## config.mk

```make
export PLATFORM = sky130hd
export DESIGN_NAME = kmh_ram
export DESIGN_NICKNAME = d
export VERILOG_FILES = /design/src/sv/kmh_ram.sv
export SDC_FILE = /design/constraint.sdc
export NUM_CORES = 1
export LEC_CHECK = 0
export BUFFER_PORTS_ARGS = -buffer_cell sky130_fd_sc_hd__buf_2
export CORE_AREA = 5 5 126 128
export CTS_CLUSTER_SIZE = 24
export DETAILED_ROUTE_END_ITERATION = 8
export DIE_AREA = 0 0 131 133
export GPL_TIMING_DRIVEN = 0
export PLACE_DENSITY = 0.59
export SLEW_MARGIN = 20
export SYNTH_ARGS = -nofsm -noshare
export SYNTH_HDL_FRONTEND = slang
export SYNTH_SLANG_ARGS = --single-unit
```

## constraint.sdc

```tcl
create_clock -name aclk -period 2.29 [get_ports aclk]
set_input_delay 0.458 -clock aclk [delete_from_list [all_inputs] [get_ports aclk]]
set_output_delay 0.458 -clock aclk [all_outputs]
set_load 0.02 [all_outputs]
```

## src/sv/kmh_ram.sv

```systemverilog
`timescale 1ns / 1ps
module kmh_ram #(
    parameter int WIDTH = 8,
    parameter int DEPTH = 16
) (
    input  logic                     aclk,
    input  logic                     we,
    input  logic [$clog2(DEPTH)-1:0] waddr,
    input  logic [WIDTH-1:0]         wdata,
    input  logic [$clog2(DEPTH)-1:0] raddr,
    output logic [WIDTH-1:0]         rdata
);
    logic [WIDTH-1:0] mem [DEPTH];

    always_ff @(posedge aclk) begin
        if (we) begin
            mem[waddr] <= wdata;
        end
        rdata <= mem[raddr];
    end
endmodule

```

==> results of run 1 <==
## Yosys cell counts
cell type,n
buf_4,1
buf_2,3
a22oi_1,16
mux4_1,14
and2b_1,1
mux4_2,18
nand3b_1,2
edfxtp_1,128
and2_1,1
clkdlybuf4s25_2,3
nor3_1,4
or3b_2,1
buf_6,3
nand2_1,9
nand2b_1,2
nor2_1,13
dfxtp_1,8
nand3_1,1
nor2b_1,1
## layer usage
metal,part of all wire [%],vias up
met5,0,-
met4,0.99,0
met3,6.6,7
met2,48,72
met1,45,1268
li1,-,1059
## cells by family after synthesis
logic type	Yosys count	share of synthesized area [%]
multiplexers	32	15.02
flip-flops	136	77.78
AND/OR/NAND/NOR	35	3.184
AO/OA/AOI/OAI	16	2.334
buffers and inverters	10	1.677
## report_power, final
group / internal, uW / leakage (uW) / switching (uW)
clock network: 2040 / 0.000306 / 987
registers: 2780 / 0.00122 / 11.8
logic: 111 / 0.000520 / 179
total: 4940 / 0.00205 / 1180
## sequential cells by signal (all words and copies together) (netlist names)
name	cells
mem	128
rdata	8
## through the flow
stage                     utilization, %  instance area [um2]  power (uW)
final                              41.92                 6183        6113
after global routing               41.92                 6183        6297
after CTS                          41.92                 6183        6159
after detailed placement           37.44                 5523        3142
after global placement             37.30                 5503        3129
after floorplan                        -                 5147        3008
## final timing paths
path              start         to
max            waddr[2]  mem[2][3]
min            wdata[3]  mem[3][3]
max reg2reg   mem[2][0]   rdata[0]
min reg2reg  mem[12][0]   rdata[0]
## critical path, cell delays in order
cell	delay [ns]
buf_2	0.12
or3b_2	0.51
nor2_1	0.63
## layout make-up
cell class              instances  area, um2
multi-input cells              83       1077
repair buffers                 24      120.1
clock buffers                  20      436.7
well taps                     188      235.2
flip-flops and latches        136       4004
fillers                      1301       8568
plain buffers                  10      86.33
clock inverters                12      224.0
==> flow_metrics.tcl, run 1 <==
set metrics [dict create \
    grt_setup_unrepaired "false" \
    n_antenna_cell 0 \
    reg2reg_depth 3 \
    whs_ns 0.4565 \
    arrival_ns 1.73 \
    gr-max-usage-layer "met2" \
    die-area_um2 17420 \
    die_x_um 131 \
    insertion_delay_ns 0.41 \
    cp.required_ns 2.32 \
    final_common_cell "edfxtp_1" \
    cts_tree "done" \
    netlist_instances 229 \
    max_freq_mhz 590.5 \
    area_growth_pct 20.13 \
    min_period_ns 1.693 \
    drt_iter0_drc 198 \
    setup_ws_ns 0.5966 \
    wl_um 10180 \
    die_y_um 133 \
    relSlewSlack_pct 43.56 \
    worst-setup-path-type "input pin to flip-flop" \
    grt_max_degree 17 \
    dp_cells 441 \
    yosysWarnings 0 \
    synth_seq_cells 136 \
    rows 45 \
    mostFrequentLayoutCells "edfxtp_1 (128), buf_2 (27), mux4_2 (18)" \
    grt_overflow_total 0 \
    maxCapViolCount 0 \
    syn-cell-area_um2 5147 \
    pwr_density_cell_nw_per_um2 988.6 \
    hold_depth 1 \
    syn-num-nets 247 \
    crit_path_start_kind "input pin" \
    core-area_um2 14750 \
    power.leakage_uw 0.002050 \
    drc 0 \
    hold_violations 0 \
    final_layout_size_suffix_gt1_share_pct 30.18 \
    portBuffers 24 \
    grt_util_met1_pct 17.32 \
    dpl_worst_slack_ns 0.1466 \
    htreeDepth 4 \
    hpwl_um 6552 \
    wl_per_cell_um 21.51 \
    clockBufferDepth 2 \
    initial_utilization_pct 34.89 \
    path_clk_slew_ns 0.06 \
    drv_slew 0 \
    end_kind "flip-flop" \
    syn_avg_cell_area_um2 22.48 \
    setup_viol 0 \
    clock_skew_ns 0.009662 \
    yosysSeqAreaShare_pct 77.78 \
    grt_use_total_pct 12.51 \
    cts.sinks 136 \
    num_vias 2406 \
    yosysTopAreaCellShare_pct 74.67 \
    r2r_slack_ns 0.72 \
    post_cts_resized 0 \
    grtUsageMet2_pct 18.12 \
    cts_hold_buf 0 \
    grt_pass1_wl_um 15160 \
    ant_nets 0 \
    drt_first_pass_iters 4 \
    worst_pin_slew_ns 0.8434 \
    crit_path_max_fanout 8 \
    antenna_found_initial 0 \
    status "complete, no violations" \
    yosys.area.top_type "edfxtp_1" \
    viasPerCell 5.087 \
    cts_setup_buffers 0 \
    grtUsageMet3_pct 4.764 \
    cts_buffers 17 \
    post-route-period-util_pct 73.95 \
    ys_types 19 \
    root_buffer "clkbuf_16" \
    synth_area_leaders "edfxtp_1 (75%), mux4_2 (7.9%), mux4_1 (7.1%)" \
    place_congestion 0.7882 \
    fin_nets 290 \
    vdd.ir_drop.worst_uv 586.4 \
    grt_pass1_vias 2493 \
    tns_ns 0 \
    stdcell_count 473 \
    io_pins 26 \
    hp-class "input pin to flip-flop" \
]
Power figures use the tool's default switching activity.
==> run 2, diff against run 1 <==
==> constraint.sdc (replaced) <==
create_clock -name aclk -period 1.7 [get_ports aclk]
set_input_delay 0.34 -clock aclk [delete_from_list [all_inputs] [get_ports aclk]]
set_output_delay 0.34 -clock aclk [all_outputs]
set_load 0.02 [all_outputs]
==> flow_metrics.tcl, run 2 (synthesized netlist as in run 1, its figures left out) <==
set metrics [dict create \
    status "complete, no violations" \
    num_vias 2359 \
    hpwl_um 6624 \
    die_y_um 133 \
    htreeDepth 4 \
    worst_pin_slew_ns 0.8426 \
    dpl_worst_slack_ns -0.3692 \
    area_growth_pct 18.81 \
    reg2reg_depth 3 \
    largest_reg_flops 128 \
    cts_buffers 17 \
    ant_nets 0 \
    grt_max_degree 17 \
    mostFrequentLayoutCells "edfxtp_1 (128), buf_2 (27), mux4_2 (18)" \
    drc 0 \
    wl_per_cell_um 21.78 \
    post_cts_resized 0 \
    pwr_density_cell_nw_per_um2 1281 \
    die-area_um2 17420 \
    rows 45 \
    cts_hold_buf 0 \
    io_pins 26 \
    relSlewSlack_pct 43.62 \
    maxCapViolCount 0 \
    startpoint "waddr[2]" \
    arrival_ns 1.65 \
    cts_tree "done" \
    max_freq_mhz 618.0 \
    r2r_slack_ns 0.30 \
    wl_um 10300 \
    grt_use_total_pct 12.82 \
    drv_slew 0 \
    path_clk_slew_ns 0.05 \
    power_uw 7837 \
    crit_path_max_fanout 8 \
    clock_skew_ns 0.01306 \
    setup_ws_ns 0.08182 \
    path_cells "buf_2, or3b_2, nor2_1" \
    vdd.ir_drop.worst_uv 582.2 \
    drt_first_pass_iters 4 \
    grt_overflow_total 0 \
    setup_viol 0 \
    drt_iter0_drc 239 \
    hold_violations 0 \
    grt_setup_unrepaired "false" \
    insertion_delay_ns 0.42 \
    min_from "wdata[6]" \
    cts.sinks 136 \
    worst-setup-path-type "input pin to flip-flop" \
    r2r_end "rdata[5]" \
    grt_pass1_wl_um 15570 \
    rr_startpoint "mem[8][5]" \
    hp-class "input pin to flip-flop" \
    viasPerCell 4.987 \
    nFillCells 1316 \
    portBuffers 24 \
    end_kind "flip-flop" \
    cts_setup_buffers 0 \
    whs_endpoint "mem[7][6]" \
    top_regs "mem (128), rdata (8)" \
    top_register "mem" \
    antenna_found_initial 0 \
    crit_path_start_kind "input pin" \
    initial_utilization_pct 34.89 \
    fin_nets 290 \
    min_period_ns 1.618 \
    final_common_cell "edfxtp_1" \
    grt_pass1_vias 2473 \
    power.leakage_uw 0.002037 \
    core-area_um2 14750 \
    final_layout_size_suffix_gt1_share_pct 29.12 \
    n_antenna_cell 0 \
    cpPeakStageDelay_ns 0.67 \
    post-route-period-util_pct 95.19 \
    worst_path_max_delay_cell "nor2_1" \
    cp.required_ns 1.74 \
    die_x_um 131 \
    hold_depth 1 \
    root_buffer "clkbuf_16" \
    place_congestion 0.7249 \
    clockBufferDepth 2 \
]
==> run 2: area by class of cell <==
type | count | area [um2] | share of cell area, %
Sequential cell | 136 | 4004 | 65.47
Multi-Input combinational cell | 83 | 1077 | 17.61
Clock buffer | 20 | 436.7 | 7.140
Tap cell | 188 | 235.2 | 3.846
Clock inverter | 12 | 156.4 | 2.557
Timing Repair Buffer | 24 | 120.1 | 1.964
Buffer | 10 | 86.33 | 1.412
==> run 2: routing by layer <==
metal	wire [um]	global-route usage, %	vias up
met1	4861	19.05	1233
li1	-	-	1062
met4	51	4.114	0
met3	584	4.279	4
met5	0	0	-
met2	4805	17.75	60
==> run 2: worst max-delay path by stage <==
stage                           end  slack (ns)  depth (start not counted)
final                     mem[3][5]        0.08                          3
after global routing      mem[3][7]        0.04                          3
after CTS                 mem[1][4]        0.07                          3
after detailed placement  mem[3][3]       -0.37                          3
after global placement    mem[8][2]       -0.46                          3
after floorplan           mem[3][0]        0.09                          2
==> run 2: critical path: cells and delay by family <==
| kind | cells | cell delay (ns) |
|---|---|---|
| AND/OR/NAND/NOR | 2 | 1.20 |
| buffers and inverters | 1 | 0.11 |
==> run 2: report_power, final <==
group          internal [uW]  switching (uW)
registers               3750            16.5
clock network           2420            1260
logic                    150             237
total                   6320            1510
==> run 2: metrics by stage <==
stage | cells | cell area, um2 | setup TNS [ns] | hold slack, ns | utilization, %
2_1_floorplan | 229 | 5152 | 0 | 0.4389 | -
3_3_place_gp | 441 | 5508 | -24.37 | 0.6579 | 37.34
3_5_place_dp | 441 | 5523 | -17.24 | 0.6692 | 37.44
4_1_cts | 473 | 6116 | 0 | 0.3185 | 41.46
5_1_grt | 473 | 6116 | 0 | 0.3263 | 41.46
6_report | 473 | 6116 | 0 | 0.3293 | 41.46
